--- src/sv/tbpf_pkg.sv ---
// ----------------------------------------------------------------------------
// tbpf_pkg
// Shared types and constants of the tile background pixel fetch block.
// ----------------------------------------------------------------------------
package tbpf_pkg;

    localparam int RAM_ADDR_BITS = 14;
    localparam int RAM_DEPTH     = 1 << RAM_ADDR_BITS;

    // display modes
    localparam logic [3:0] MODE_PATCOL   = 4'd0;
    localparam logic [3:0] MODE_BITMAP   = 4'd2;
    localparam logic [3:0] MODE_TILE_8   = 4'd8;
    localparam logic [3:0] MODE_TILE_10  = 4'd10;
    localparam logic [3:0] MODE_TILE_11  = 4'd11;
    localparam logic [3:0] MODE_TILE_12  = 4'd12;
    localparam logic [3:0] MODE_TILE_14  = 4'd14;
    localparam logic [3:0] MODE_TILE_15  = 4'd15;

    // line and column limits
    localparam logic [8:0] LOCK_LINES    = 9'd16;
    localparam logic [7:0] LOCK_COLUMN   = 8'd191;
    localparam logic [8:0] WRAP_LINES    = 9'd224;
    localparam logic [8:0] BANK1_FIRST   = 9'd64;
    localparam logic [8:0] BANK1_LAST    = 9'd127;
    localparam logic [8:0] BANK2_FIRST   = 9'd128;
    localparam logic [8:0] BANK2_LAST    = 9'd191;

    // configuration register indexes
    typedef enum logic [2:0] {
        REG_DISPLAY_MODE = 3'd0,
        REG_NAME_BASE    = 3'd1,
        REG_PATTERN_BASE = 3'd2,
        REG_COLOR_BASE   = 3'd3,
        REG_SCROLL_X     = 3'd4,
        REG_SCROLL_Y     = 3'd5,
        REG_LOCK_TOP     = 3'd6,
        REG_LOCK_RIGHT   = 3'd7
    } t_reg_idx;

    typedef struct packed {
        logic [3:0] display_mode;
        logic [3:0] name_table_base;
        logic [2:0] pattern_table_base;
        logic [7:0] color_table_base;
        logic [7:0] scroll_x;
        logic [7:0] scroll_y;
        logic       lock_top_rows;
        logic       lock_right_columns;
    } t_cfg;

    // job classes handed from front to back
    typedef enum logic [2:0] {
        K_WRITE  = 3'd0,
        K_BLANK  = 3'd1,
        K_PATCOL = 3'd2,
        K_BITMAP = 3'd3,
        K_TILE   = 3'd4
    } t_kind;

    typedef struct packed {
        t_kind                    kind;
        logic [2:0]               px;        // column within tile row
        logic [2:0]               py;        // line within tile
        logic [RAM_ADDR_BITS-1:0] name_addr;
        logic [RAM_ADDR_BITS-1:0] p_hi;      // pattern address upper bits
        logic [RAM_ADDR_BITS-1:0] c_hi;      // color address upper bits
        logic [RAM_ADDR_BITS-1:0] wr_addr;
        logic [7:0]               wr_data;
    } t_job;

    // leftmost pixel is bit 7
    function automatic logic pick_bit(input logic [7:0] b, input logic [2:0] sel);
        return b[~sel];
    endfunction

endpackage

--- src/sv/tbpf_queue.sv ---
// ----------------------------------------------------------------------------
// tbpf_queue
// Short job queue between the front classifier and the fetch sequencer.
// ----------------------------------------------------------------------------
module tbpf_queue import tbpf_pkg::*; #(
    parameter int DEPTH = 2
) (
    input  logic i_clk,
    input  logic i_rst_n,
    input  logic i_push,
    input  t_job i_job,
    input  logic i_pop,
    output t_job o_head,
    output logic o_full,
    output logic o_empty
);

    localparam int IW = (DEPTH > 1) ? $clog2(DEPTH) : 1;
    localparam int CW = $clog2(DEPTH + 1);

    t_job          r_mem [DEPTH];
    logic [IW-1:0] r_wr;
    logic [IW-1:0] r_rd;
    logic [CW-1:0] r_cnt;

    assign o_full  = r_cnt == CW'(DEPTH);
    assign o_empty = r_cnt == '0;
    assign o_head  = r_mem[r_rd];

    always_ff @(posedge i_clk) begin
        if (i_push) begin
            r_mem[r_wr] <= i_job;
        end
    end

    always_ff @(posedge i_clk) begin
        if (!i_rst_n) begin
            r_wr  <= '0;
            r_rd  <= '0;
            r_cnt <= '0;
        end else begin
            if (i_push) begin
                r_wr <= (r_wr == IW'(DEPTH - 1)) ? '0 : r_wr + 1'b1;
            end
            if (i_pop) begin
                r_rd <= (r_rd == IW'(DEPTH - 1)) ? '0 : r_rd + 1'b1;
            end
            if (i_push && !i_pop) begin
                r_cnt <= r_cnt + 1'b1;
            end else if (i_pop && !i_push) begin
                r_cnt <= r_cnt - 1'b1;
            end
        end
    end

endmodule

--- config.mk ---
export PLATFORM = sky130hd
export DESIGN_NAME = tbpf_queue
export DESIGN_NICKNAME = d
export VERILOG_FILES = /design/src/sv/tbpf_pkg.sv /design/src/sv/tbpf_queue.sv
export SDC_FILE = /design/constraint.sdc
export NUM_CORES = 1
export LEC_CHECK = 0
export ABC_AREA = 1
export BUFFER_PORTS_ARGS = -buffer_cell sky130_fd_sc_hd__buf_4
export CAP_MARGIN = 20
export CORE_MARGIN = 3
export CORE_UTILIZATION = 56
export DETAILED_ROUTE_END_ITERATION = 8
export PLACE_DENSITY = 0.83
export SYNTH_ARGS = -nofsm -noshare
export SYNTH_HDL_FRONTEND = slang
export SYNTH_SLANG_ARGS = --single-unit
--- constraint.sdc ---
create_clock -name i_clk -period 7.2 [get_ports i_clk]
set_clock_uncertainty 0.05 [all_clocks]
set_input_delay 0.36 -clock i_clk [delete_from_list [all_inputs] [get_ports i_clk]]
set_output_delay 0.36 -clock i_clk [all_outputs]
set_load 0.02 [all_outputs]
== After elaboration in Yosys (flattened, before gate mapping) ==
Memory sizes are Yosys's and may differ from the RTL's. A register that Yosys moved wholly into a read port is not among the register bits.
Index checks and enable logic that the tools add are counted.
Storage, ports and cells
  bits in registers: 4
  bits in latches: 0
  RAM bits: 146
  ROM bits: 0
  output and inout bits: 75
  logic and storage cells: 23
  memories: 1
Operators by class
  add/subtract/negate cells: 4
  multiply operators: 0
  divide/modulo/power cells: 0
  order comparisons: 0
  equality and inequality tests: 1
  shifts and indexed selects: 0
  multiplexer cells: 8
  bitwise gates (word level): 0
  reductions and logical operators: 6
Memories
  r_mem: depth 2, width 73, rd ports 1, clocked after memory_dff 1, write ports 1, RTL line tbpf_queue.sv:21  | t_job r_mem [DEPTH];
Operators with widths (number)
  $mux 1: 6
  $mux 2: 2
  $add 1x1->1 const B: 2
  $add 2x1->2 const B: 1
  $eq 2x2->1 const B: 1
  $logic_and 1x1->1: 2
  $logic_not 1->1: 2
  $logic_not 2->1: 1
  $reduce_bool 2->1: 1
  $sub 2x1->2 const B: 1

== Logic depth before layout (Yosys ltp) ==
  word-level depth: 4
  mapped depth: 8
  depth with buffers taken out: 8

== Worst setup path before layout ==
OpenSTA, ideal clock, no wires.
  kind: in2reg
  from: input i_push
  to: memory r_mem[0][0] in the netlist's numbering (enable)
  library setup time: 0.506 ns
  arrival time: 3.460 ns
  setup slack: 3.184 ns
  stages on the path: 2
  path through: inv_1 nor2_1
On the way
  cells in the longest elaborated chain, start to end: 2
RTL lines
  start: declaration: RTL line tbpf_queue.sv:10  | input logic i_push,
  $mux 1: RTL line tbpf_queue.sv:31  | if (i_push) begin
  $mux 1 (implied by the code): RTL line tbpf_queue.sv:32  | r_mem[r_wr] <= i_job;
  end: declaration: RTL line tbpf_queue.sv:21
Every way passes these cells.

==> Flow_metrics.wiki <==
{| class="wikitable"
! Metric !! Value
|-
| Final layout net count || 578
|-
| Number of max-slew violations in the final report || 0
|-
| Diode count || 0
|-
| Outcome || finished, final reports clean
|-
| GR Overflow Total || 0
|-
| Number of synthesized register bits || 151
|-
| First-pass iteration count of the detailed router || 5
|-
| Post-CTS Resized || 0
|-
| Remaining DRCs || 0
|-
| Layout cell share with drive strength beyond 1 || 50.2%
|-
| Cell area after layout || 8310 sq um
|-
| Slew @ Worst Pin || 0.955 ns
|-
| Floorplan die area || 11700 sq um
|-
| Top routing layer used || met4
|-
| Final HPWL from detailed placement || 6920 um
|-
| Final worst path period need || 2.98 ns
|-
| Worst reg2reg path depth || 2
|-
| Static leakage || 3.35 nW
|-
| Number of nets in the synthesized netlist || 340
|-
| Post-Place Cell Area || 7030 sq um
|-
| Core outline area || 9950 sq um
|-
| DIE HEIGHT || 108 um
|-
| CTS root buffer || clkbuf_8
|-
| Weighted congestion at the end of routability-driven global placement || 0.699
|-
| Category of the worst setup path launch point || flip-flop
|-
| Cell mode on critical path || buf_4
|-
| Post-synthesis instance area || 5850 sq um
|-
| Setup CP Type || reg -> out
|-
| WL met2 || 7440 um
|-
| Metal1 wirelength || 4490 um
|-
| Unrepaired setup endpoints after global routing || false
|-
| Instance count of the mapped netlist || 262
|-
| Buffer count from post-CTS setup fixing || 0
|-
| Source of the worst register-to-register timing path || r_wr$_SDFFE_PN0P_
|-
| Drt first-iter violations || 156
|-
| Bufs and invs on worst path || 2
|-
| Critical R2R Capture || r_mem[0][40]$_DFFE_PP_
|-
| Number of antenna violations at the first check in global routing || 0
|-
| Critical-path top delay cell || buf_4
|-
| Pin count of the biggest net entering global routing || 47
|-
| Via count of the first global-routing pass || 3637
|-
| Number of failing setup endpoints in the final timing report || 0
|-
| Crit path max-delay family || buffers and inverters
|-
| Maximum fanout count along the critical path || 46
|-
| Final hold violations || 0
|-
| Wire length of the first global-routing pass || 19100 um
|-
| Clock tree from TritonCTS || built
|-
| Worst-Skew Late Latency || 0.51 ns
|-
| Routed length per instance || 19.7 um
|-
| Number of H-tree branching levels || 4
|-
| List of cells traversed by the critical path || buf_4 > mux2_2 > buf_4
|-
| Maximum vdd drop || 178 uV
|-
| CTS Buf Count || 17
|-
| Port buffer count || 151
|-
| Delay of the slowest cell on the worst path || 0.76 ns
|-
| Top-level I/O count || 152
|-
| Headroom to the max-slew limit || 36.2%
|-
| Post-Syn Area per Cell || 22.3 sq um
|-
| Setup TNS || 0 ns
|-
| Synthesis Warnings || 0
|-
| Data arrival at the endpoint of the critical path || 2.57 ns
|-
| Initial Utilization || 58.7%
|-
| Post-DR vias/cell || 5.05
|-
| Die width || 108 um
|-
| Wirelength, routed || 12700 um
|-
| Clock tree buffer depth || 2
|-
| Worst path required time || 6.79 ns
|-
| Class of the most critical hold timing path || in -> reg
|-
| Critical hold path startpoint || i_pop
|-
| Kind of end point of the critical path || output port
|-
| Power Density || 260 nW/um^2
|-
| Number of rows in the core area || 36
|-
| Number of nets still failing antenna checks after routing || 0
|-
| Inst Count DP || 541
|-
| Period Utilization, post-route || 41.4%
|-
| Area added between synthesis and finish || 42.1%
|-
| Post-synthesis cell type count || 14
|-
| All-Layer GR Usage || 22.6%
|-
| Number of max-cap violations || 0
|-
| Minimum setup slack among reg-to-reg paths || 5.06 ns
|-
| Number of clock sinks || 151
|-
| Top-area cell type share of the netlist area || 75.0%
|-
| Leading post-synthesis cells by cell area || edfxtp_1, mux2_4, buf_12, dfxtp_1, nor2_1
|-
| Sequential fraction of the synthesis area || 76.7%
|-
| Final Instance Count excl. Fillers || 645
|-
| Number of cells on the worst hold path || 3
|-
| Clock-pin slew on the worst setup and hold paths || 0.06 ns
|-
| Total via count in the routed design || 3258
|-
| Upper clock frequency limit || 335 MHz
|-
| Yosys top cell by area || edfxtp_1
|-
| Detailed-routed wire length on met3 || 618 um
|}
[worst min-delay path, delay by kind of cell]
kind,cells,cell delay (ns)
buffers and inverters,1,0.09
and+or+nand+nor,2,0.12
[kinds of logic (layout without fill, tap and decap cells)]
logic type,count (synthesis),count (layout),share of synthesized area [%]
AOI/OAI and AO/OA,2,2,0.171
adders and majority gates,1,1,0.214
buffers and inverters,16,266,3.10
DFF,151,151,76.7
muxes,73,73,18.5
and+or+nand+nor,19,19,1.28
[cell usage in the layout, fill, tap and decap left out]
master | netlist | routed
a21oi_1 | 1 | 1
buf_4 | 0 | 154
bufinv_16 | 0 | 2
clkbuf_1 | 0 | 1
clkbuf_16 | 0 | 16
clkbuf_8 | 0 | 1
clkinv_1 | 0 | 3
clkinv_2 | 0 | 2
clkinv_4 | 0 | 2
clkinvlp_4 | 0 | 4
dfxtp_1 | 5 | 4
dfxtp_4 | 0 | 1
dlygate4sd3_1 | 0 | 73
edfxtp_1 | 146 | 146
ha_1 | 1 | 1
inv_1 | 8 | 7
inv_6 | 0 | 1
mux2_2 | 3 | 3
mux2_4 | 70 | 70
nand2_1 | 8 | 8
nand3_1 | 1 | 1
nand4_1 | 1 | 1
nor2_1 | 9 | 8
nor2_4 | 0 | 1
o21ai_0 | 1 | 1
[state kept, by name, indices dropped and copies added, names as in the netlist, named ones only]
name	count
r_cnt	2
r_mem	146
r_rd	1
r_wr	1
[worst max path at each step]
stage	slack [ns]	startpoint	depth (start not counted)	endpoint
floorplan	3.18	i_push	2	r_mem[0][0]$_DFFE_PP_
CTS	4.19	flip-flop	3	o_head[53]
global route	4.09	flip-flop	3	o_head[53]
global placement	4.77	flip-flop	3	o_head[53]
detailed placement	4.76	flip-flop	3	o_head[53]
finish	4.22	flip-flop	3	o_head[53]
[report_power, final]
| group | total (mW) | leakage [nW] | internal [mW] | switching (mW) |
|---|---|---|---|---|
| Combinational | 0.299 | 1.68 | 0.160 | 0.139 |
| Sequential | 1.04 | 1.41 | 1.02 | 0.0212 |
| Clock | 0.820 | 0.256 | 0.488 | 0.332 |
[cells in the mapped netlist]
library cell  count
edfxtp_1        146
mux2_4           70
nor2_1            9
inv_1             8
nand2_1           8
buf_12            7
dfxtp_1           5
mux2_2            3
a21oi_1           1
buf_6             1
ha_1              1
nand3_1           1
nand4_1           1
o21ai_0           1
[through the flow]
step	hold slack [ns]	power, mW	setup WS, ns	utilization, %
after CTS	0.0248	2.16	4.19	83.5
after floorplan	0.409	1.21	3.18	-
after detailed placement	0.435	1.32	4.76	70.6
after global routing	0.0442	2.23	4.09	83.5
after global placement	0.425	1.31	4.77	70.6
final	0.0565	2.16	4.22	83.5
[routing by layer]
metal  up-vias  global-route usage [%]
li1       1489                       -
met1      1627                    23.2
met2       127                    43.8
met3        15                    5.31
met4         0                    8.66
met5         -                       0
[final cells by class]
| class | count | area [sq um] |
|---|---|---|
| Sequential cell | 151 | 4490 |
| Clock buffer | 18 | 418 |
| Timing Repair Buffer | 227 | 1890 |
| Multi-Input combinational cell | 95 | 1190 |
| Clock inverter | 13 | 133 |
| Inverter | 8 | 31.3 |
| Tap cell | 133 | 166 |
| Fill cell | 445 | 1640 |
[repair_timing]
action	CTS	global route
hold endpoints to repair	146	0
hold buffers	73	0
setup endpoints to repair	0	0
Power figures use the tool's default switching activity.
