$ cat src/sv/tbpf_pkg.sv
// ----------------------------------------------------------------------------
// tbpf_pkg
// Shared types and constants of the tile background pixel fetch block.
// ----------------------------------------------------------------------------
package tbpf_pkg;

    localparam int RAM_ADDR_BITS = 14;
    localparam int RAM_DEPTH     = 1 << RAM_ADDR_BITS;

    // display modes
    localparam logic [3:0] MODE_PATCOL   = 4'd0;
    localparam logic [3:0] MODE_BITMAP   = 4'd2;
    localparam logic [3:0] MODE_TILE_8   = 4'd8;
    localparam logic [3:0] MODE_TILE_10  = 4'd10;
    localparam logic [3:0] MODE_TILE_11  = 4'd11;
    localparam logic [3:0] MODE_TILE_12  = 4'd12;
    localparam logic [3:0] MODE_TILE_14  = 4'd14;
    localparam logic [3:0] MODE_TILE_15  = 4'd15;

    // line and column limits
    localparam logic [8:0] LOCK_LINES    = 9'd16;
    localparam logic [7:0] LOCK_COLUMN   = 8'd191;
    localparam logic [8:0] WRAP_LINES    = 9'd224;
    localparam logic [8:0] BANK1_FIRST   = 9'd64;
    localparam logic [8:0] BANK1_LAST    = 9'd127;
    localparam logic [8:0] BANK2_FIRST   = 9'd128;
    localparam logic [8:0] BANK2_LAST    = 9'd191;

    // configuration register indexes
    typedef enum logic [2:0] {
        REG_DISPLAY_MODE = 3'd0,
        REG_NAME_BASE    = 3'd1,
        REG_PATTERN_BASE = 3'd2,
        REG_COLOR_BASE   = 3'd3,
        REG_SCROLL_X     = 3'd4,
        REG_SCROLL_Y     = 3'd5,
        REG_LOCK_TOP     = 3'd6,
        REG_LOCK_RIGHT   = 3'd7
    } t_reg_idx;

    typedef struct packed {
        logic [3:0] display_mode;
        logic [3:0] name_table_base;
        logic [2:0] pattern_table_base;
        logic [7:0] color_table_base;
        logic [7:0] scroll_x;
        logic [7:0] scroll_y;
        logic       lock_top_rows;
        logic       lock_right_columns;
    } t_cfg;

    // job classes handed from front to back
    typedef enum logic [2:0] {
        K_WRITE  = 3'd0,
        K_BLANK  = 3'd1,
        K_PATCOL = 3'd2,
        K_BITMAP = 3'd3,
        K_TILE   = 3'd4
    } t_kind;

    typedef struct packed {
        t_kind                    kind;
        logic [2:0]               px;        // column within tile row
        logic [2:0]               py;        // line within tile
        logic [RAM_ADDR_BITS-1:0] name_addr;
        logic [RAM_ADDR_BITS-1:0] p_hi;      // pattern address upper bits
        logic [RAM_ADDR_BITS-1:0] c_hi;      // color address upper bits
        logic [RAM_ADDR_BITS-1:0] wr_addr;
        logic [7:0]               wr_data;
    } t_job;

    // leftmost pixel is bit 7
    function automatic logic pick_bit(input logic [7:0] b, input logic [2:0] sel);
        return b[~sel];
    endfunction

endpackage

$ cat src/sv/tbpf_front.sv
// ----------------------------------------------------------------------------
// tbpf_front
// Classifies an incoming item by operation and mode, applies scroll, locks
// and line wrap, and builds the name and table base addresses of the job.
// ----------------------------------------------------------------------------
module tbpf_front import tbpf_pkg::*; (
    input  t_cfg                     i_cfg,
    input  logic                     i_operation,
    input  logic [7:0]               i_pixel_column,
    input  logic [8:0]               i_pixel_line,
    input  logic [RAM_ADDR_BITS-1:0] i_ram_address,
    input  logic [7:0]               i_ram_data,
    output t_job                     o_job
);

    logic                     tile_blank;
    logic [7:0]               col_s;
    logic [8:0]               line_s;
    logic [8:0]               line_192;
    logic [8:0]               line_big;
    logic                     in_bank1;
    logic                     in_bank2;
    logic [RAM_ADDR_BITS-1:0] bank;
    logic [RAM_ADDR_BITS-1:0] name_192;
    logic [RAM_ADDR_BITS-1:0] name_big;
    logic [RAM_ADDR_BITS-1:0] name_gfx;

    always_comb begin
        tile_blank = i_pixel_column < {5'd0, i_cfg.scroll_x[2:0]};
        col_s = (!i_cfg.lock_top_rows || i_pixel_line >= LOCK_LINES) ?
                i_pixel_column - i_cfg.scroll_x : i_pixel_column;
        line_s = (!i_cfg.lock_right_columns || col_s <= LOCK_COLUMN) ?
                 i_pixel_line + {1'b0, i_cfg.scroll_y} : i_pixel_line;
        line_192 = (line_s >= WRAP_LINES) ? line_s - WRAP_LINES : line_s;
        line_big = line_s + WRAP_LINES;
        name_192 = {i_cfg.name_table_base[3:1], line_192[7:3], col_s[7:3], 1'b0};
        name_big = {i_cfg.name_table_base[3:2], line_big[8:3], col_s[7:3], 1'b0};
        name_gfx = {i_cfg.name_table_base, i_pixel_line[7:3], i_pixel_column[7:3]};

        in_bank1 = i_pixel_line >= BANK1_FIRST && i_pixel_line <= BANK1_LAST;
        in_bank2 = i_pixel_line >= BANK2_FIRST && i_pixel_line <= BANK2_LAST;
        bank = {1'b0, in_bank2 & i_cfg.pattern_table_base[1],
                in_bank1 & i_cfg.pattern_table_base[0], 11'd0};

        o_job           = '0;
        o_job.kind      = K_BLANK;
        o_job.wr_addr   = i_ram_address;
        o_job.wr_data   = i_ram_data;
        o_job.px        = i_pixel_column[2:0];
        o_job.py        = i_pixel_line[2:0];
        o_job.name_addr = name_gfx;

        unique case (i_cfg.display_mode)
            MODE_PATCOL: begin
                o_job.kind = K_PATCOL;
                o_job.p_hi = {i_cfg.pattern_table_base, 11'd0};
                o_job.c_hi = {i_cfg.color_table_base, 6'd0};
            end
            MODE_BITMAP: begin
                o_job.kind = K_BITMAP;
                o_job.p_hi = bank | {i_cfg.pattern_table_base[2], 13'd0};
                o_job.c_hi = bank | {i_cfg.color_table_base[7], 13'd0};
            end
            MODE_TILE_8, MODE_TILE_10, MODE_TILE_12, MODE_TILE_15: begin
                o_job.kind      = tile_blank ? K_BLANK : K_TILE;
                o_job.px        = col_s[2:0];
                o_job.py        = line_192[2:0];
                o_job.name_addr = name_192;
            end
            MODE_TILE_11, MODE_TILE_14: begin
                o_job.kind      = tile_blank ? K_BLANK : K_TILE;
                o_job.px        = col_s[2:0];
                o_job.py        = line_big[2:0];
                o_job.name_addr = name_big;
            end
            default: o_job.kind = K_BLANK;
        endcase

        if (i_operation) begin
            o_job.kind = K_WRITE;
        end
    end

endmodule

$ cat config.mk
export PLATFORM = sky130hd
export DESIGN_NAME = tbpf_front
export DESIGN_NICKNAME = d
export VERILOG_FILES = /design/src/sv/tbpf_pkg.sv /design/src/sv/tbpf_front.sv
export SDC_FILE = /design/constraint.sdc
export NUM_CORES = 1
export LEC_CHECK = 0
export BUFFER_PORTS_ARGS = -buffer_cell sky130_fd_sc_hd__buf_2
export CAP_MARGIN = 15
export CORE_MARGIN = 3
export CORE_UTILIZATION = 43
export DETAILED_ROUTE_END_ITERATION = 16
export PLACE_DENSITY = 0.95
export SLEW_MARGIN = 20
export SYNTH_ARGS = -nofsm -noshare
export SYNTH_HDL_FRONTEND = slang
export SYNTH_SLANG_ARGS = --single-unit
$ cat constraint.sdc
create_clock -name vclk -period 4
set_input_delay 0.2 -clock vclk [all_inputs]
set_output_delay 0.2 -clock vclk [all_outputs]
set_load 0.02 [all_outputs]
=== Word-level counts from Yosys, hierarchy flattened ===
Index checks and enable logic that the tools add are counted.

* Bits of input ports: 77
* Output and inout bits: 73
* Bits in registers: 0

* Reductions and logical operators: 10
* $lt $le $gt $ge: 8
* Bitwise logic cells: 4
* $add $sub $neg: 4
* Mux-type cells: 8
* Equality and inequality tests: 7

{| class="wikitable"
|+ Operators with widths
! operator !! number
|-
| $pmux W28 S2 || 1
|-
| $pmux W20 S2 || 1
|-
| $or A13 B14 Y14 || 2
|-
| $eq A4 B4 Y1 const B || 6
|-
| $ge A9 B8 Y1 const B || 2
|-
| $mux W8 || 2
|-
| $add A9 B8 Y9 || 1
|-
| $add A9 B8 Y9 const B || 1
|-
| $ge A9 B5 Y1 const B || 1
|-
| $ge A9 B7 Y1 const B || 1
|-
| $le A9 B7 Y1 const B || 1
|-
| $le A9 B8 Y1 const B || 1
|-
| $mux W9 || 1
|-
| $pmux W3 S3 || 1
|-
| $le A8 B8 Y1 const B || 1
|-
| $lt A8 B3 Y1 || 1
|-
| $sub A8 B8 Y8 || 1
|-
| $sub A8 B8 Y8 const B || 1
|-
| $mux W3 || 2
|-
| $reduce_or A6 Y1 || 1
|-
| $eq A4 B2 Y1 const B || 1
|-
| $logic_not A4 Y1 || 1
|-
| $reduce_or A4 Y1 || 1
|-
| $and A1 B1 Y1 || 2
|-
| 4 further kinds || 7
|}

=== Depth between registers and ports, before layout ===
* Word-level depth: 9
* Mapped depth: 18
* Gate-level depth less buffers: 17

=== Least setup slack after synthesis ===
No wires, ideal clock.

* Path kind: in2out
* Start point: input i_pixel_column[0]
* End point: output o_job[58] (netlist bit)
* Data arrival time: 3466 ps
* Stages on the path: 18
* Setup slack: 334 ps
* Buffers on the path: 1
* Cell sequence: inv_1 ha_1 inv_1 fa_1 a21o_1 a221oi_2 mux2i_2 and4_4 o21ai_1 and2_1 buf_4 inv_1 ha_1 inv_1 a2111oi_1 nor2_1 o311a_1 nand3_1

{| class="wikitable"
|+ RTL lines
! element !! RTL line !! RTL
|-
| from (decl) || tbpf_front.sv:9 || <nowiki>input logic [7:0] i_pixel_column,</nowiki>
|-
| to (decl) || tbpf_front.sv:13 || <nowiki>output t_job o_job</nowiki>
|}

==> results_dict.tcl <==
set metrics [dict create \
    critPathLaunch "i_pixel_column[0]" \
    ys_seq_area_frac 0 \
    drc 0 \
    setup_violations 0 \
    avgRoutedWirePerCell_um 14.7 \
    required_ns 3.80 \
    hold_class "in2out" \
    final_area_um2 2230 \
    dp_hpwl_mm 4.85 \
    place.gp.congestion 0.931 \
    totalWireLength_mm 5.76 \
    portBuffers 85 \
    antenna_found_initial 0 \
    drive_above_1_share 0.324 \
    synthCells 281 \
    min_period_over_period 0.965 \
    crit_family "compound AO/OA/AOI/OAI gates" \
    syn_area_per_cell_um2 7.04 \
    mostFrequentLayoutCell "buf_2" \
    area_delta_synth_final_pct 12.8 \
    worstPathArrival_ns 3.66 \
    nets 437 \
    min_path_cells 0 \
    track_usage 0.191 \
    power.total_uw 428 \
    leakagePower_nw 1.15 \
    postCtsHoldBufs 0 \
    start_kind "input port" \
    critPathMaxStageDelay_ns 0.40 \
    design.seq.count 0 \
    grt_overflow 0 \
    grt_util_met3 0.00821 \
    grt_max_degree 12 \
    hold_viol_final 0 \
    crit_path_cell_trace "buf_2 > inv_1 > ha_1 > inv_1 > fa_1 > a21o_1 > a221oi_2 > mux2i_2 > buf_4 > and4_4 > o21ai_1 > and2_1 > inv_1 > ha_1 > inv_1 > a2111oi_4 > nor2_1 > o311a_1 > nand3_1 > buf_2" \
    max-slew-margin-rel 0.469 \
    drt_iter0_drc 97 \
    vdd.ir_drop.worst_mv 0.0923 \
    status "finished clean" \
    cp_slowest_cell "fa_1" \
    clockBufferCount 0 \
    gr-max-usage-layer "met2" \
    layout.cells.non_filler 391 \
    ioPinCount 150 \
    seq_area_um2 0 \
    power.density_nw_per_um2 192 \
    drv_cap 0 \
    drtAntennaViolNets 0 \
    drv_slew 0 \
    crit_buf_inv 7 \
    yosys_warnings 0 \
    core_um2 4380 \
    crit_path_frequent_cell "inv_1" \
    hold_ws_ns 0.400 \
    crit_path_max_fanout 6 \
    num_rows 24 \
    synthesis.area_um2 1980 \
    min_from "i_ram_address[4]" \
    grt_use_met2 0.361 \
    critPathCaptureType "output pin" \
    dr_total_vias 2248 \
    path_class "in2out" \
    drt_pass1_iterations 4 \
    grt_pass1_wl_mm 8.67 \
    post-route-min-period_ns 3.86 \
    grt_pass1_vias 2023 \
    start_util 0.451 \
    multi_input_area_um2 1660 \
    dpl-instance-area_um2 2200 \
    yosysUniqueCellTypes 66 \
    fillers 442 \
    viasPerCell 5.75 \
    die_w_um 73.8 \
    dieArea_um2 5450 \
    max_freq_mhz 259 \
    hold_path_end "o_job[12]" \
    met1_usage 0.232 \
    antenna_cells 0 \
    worst_slew_pin_slew_ns 0.791 \
    die_h_um 73.8 \
    dp.cells 389 \
    final_cell_mix "85 x buf_2, 24 x nand2_1, 19 x nor2_1" \
]
==> Yosys cell counts (2+ instances only) <==
cell / n / share of area
o2111ai_1: 3 / 0.013
and2_1: 6 / 0.019
o211ai_1: 2 / 0.0076
xnor2_1: 10 / 0.044
clkbuf_1: 3 / 0.0057
buf_4: 42 / 0.16
nor4b_1: 2 / 0.0089
inv_1: 15 / 0.028
mux2i_1: 2 / 0.010
nand3_1: 6 / 0.015
nand2b_1: 4 / 0.013
nand4b_1: 2 / 0.0089
o31a_1: 2 / 0.0089
nand4_1: 3 / 0.0095
fa_1: 2 / 0.020
nor4_1: 3 / 0.0095
nor3_1: 7 / 0.018
nor2b_1: 3 / 0.0095
ha_1: 17 / 0.11
nand2_1: 24 / 0.046
a211oi_1: 4 / 0.015
or4_1: 3 / 0.011
xor2_1: 4 / 0.018
or2_2: 3 / 0.0095
a21oi_1: 15 / 0.038
o21ai_0: 11 / 0.028
and3_1: 10 / 0.032
mux2_2: 4 / 0.023
o21a_1: 2 / 0.0076
a21o_1: 5 / 0.019
nor2_1: 19 / 0.036
a31oi_1: 8 / 0.025
o211a_1: 2 / 0.010
==> worst max-delay path by stage <==
stage / endpoint / slack [ns] / depth (start not counted)
after CTS: o_job[58] / 0.05 / 19
final: o_job[58] / 0.14 / 20
after detailed placement: o_job[58] / -0.04 / 19
after floorplan: o_job[58] / 0.33 / 18
after global placement: o_job[58] / 0.13 / 19
after global routing: o_job[59] / -0.02 / 20
==> cells by family (layout without fill, tap and decap cells) <==
family,after synthesis,after routing,share of synthesized area
other cells,1,17,0.00190
compound gates,71,71,0.256
simple gates,106,106,0.300
buf+inv,62,104,0.201
mux,7,7,0.0398
xor+xnor,15,15,0.0734
fa+ha+maj,19,19,0.128
==> stage by stage <==
step	util	setup TNS, ns	setup slack (ns)
global placement	0.501	0	0.127
finish	0.509	0	0.141
global route	0.509	-0.0324	-0.0213
floorplan	-	0	0.334
CTS	0.503	0	0.0517
detailed placement	0.501	-0.0443	-0.0443
==> layout make-up <==
class,count,share of cell area
multi-input combinational,235,0.743
timing repair buffer,88,0.201
tap,52,0.0292
inverter,16,0.0269
==> power breakdown <==
group	switching (mW)	total [mW]	leakage, nW	internal [mW]
Combinational	0.255	0.428	1.15	0.173
Clock	0	0	0	0
Sequential	0	0	0	0
==> what timing repair did <==
item,in CTS,in global routing
setup buffers,0,2
endpoints found under the setup margin,1,2
gates resized for setup,1,1
pin swaps,0,2
==> layer usage <==
metal | wire [µm] | vias up
met3 | 570 | 13
li1 | - | 1086
met4 | 68 | 0
met2 | 2920 | 124
met5 | 0 | -
met1 | 2200 | 1025
No activity file was read; power rests on OpenSTA's default activity.
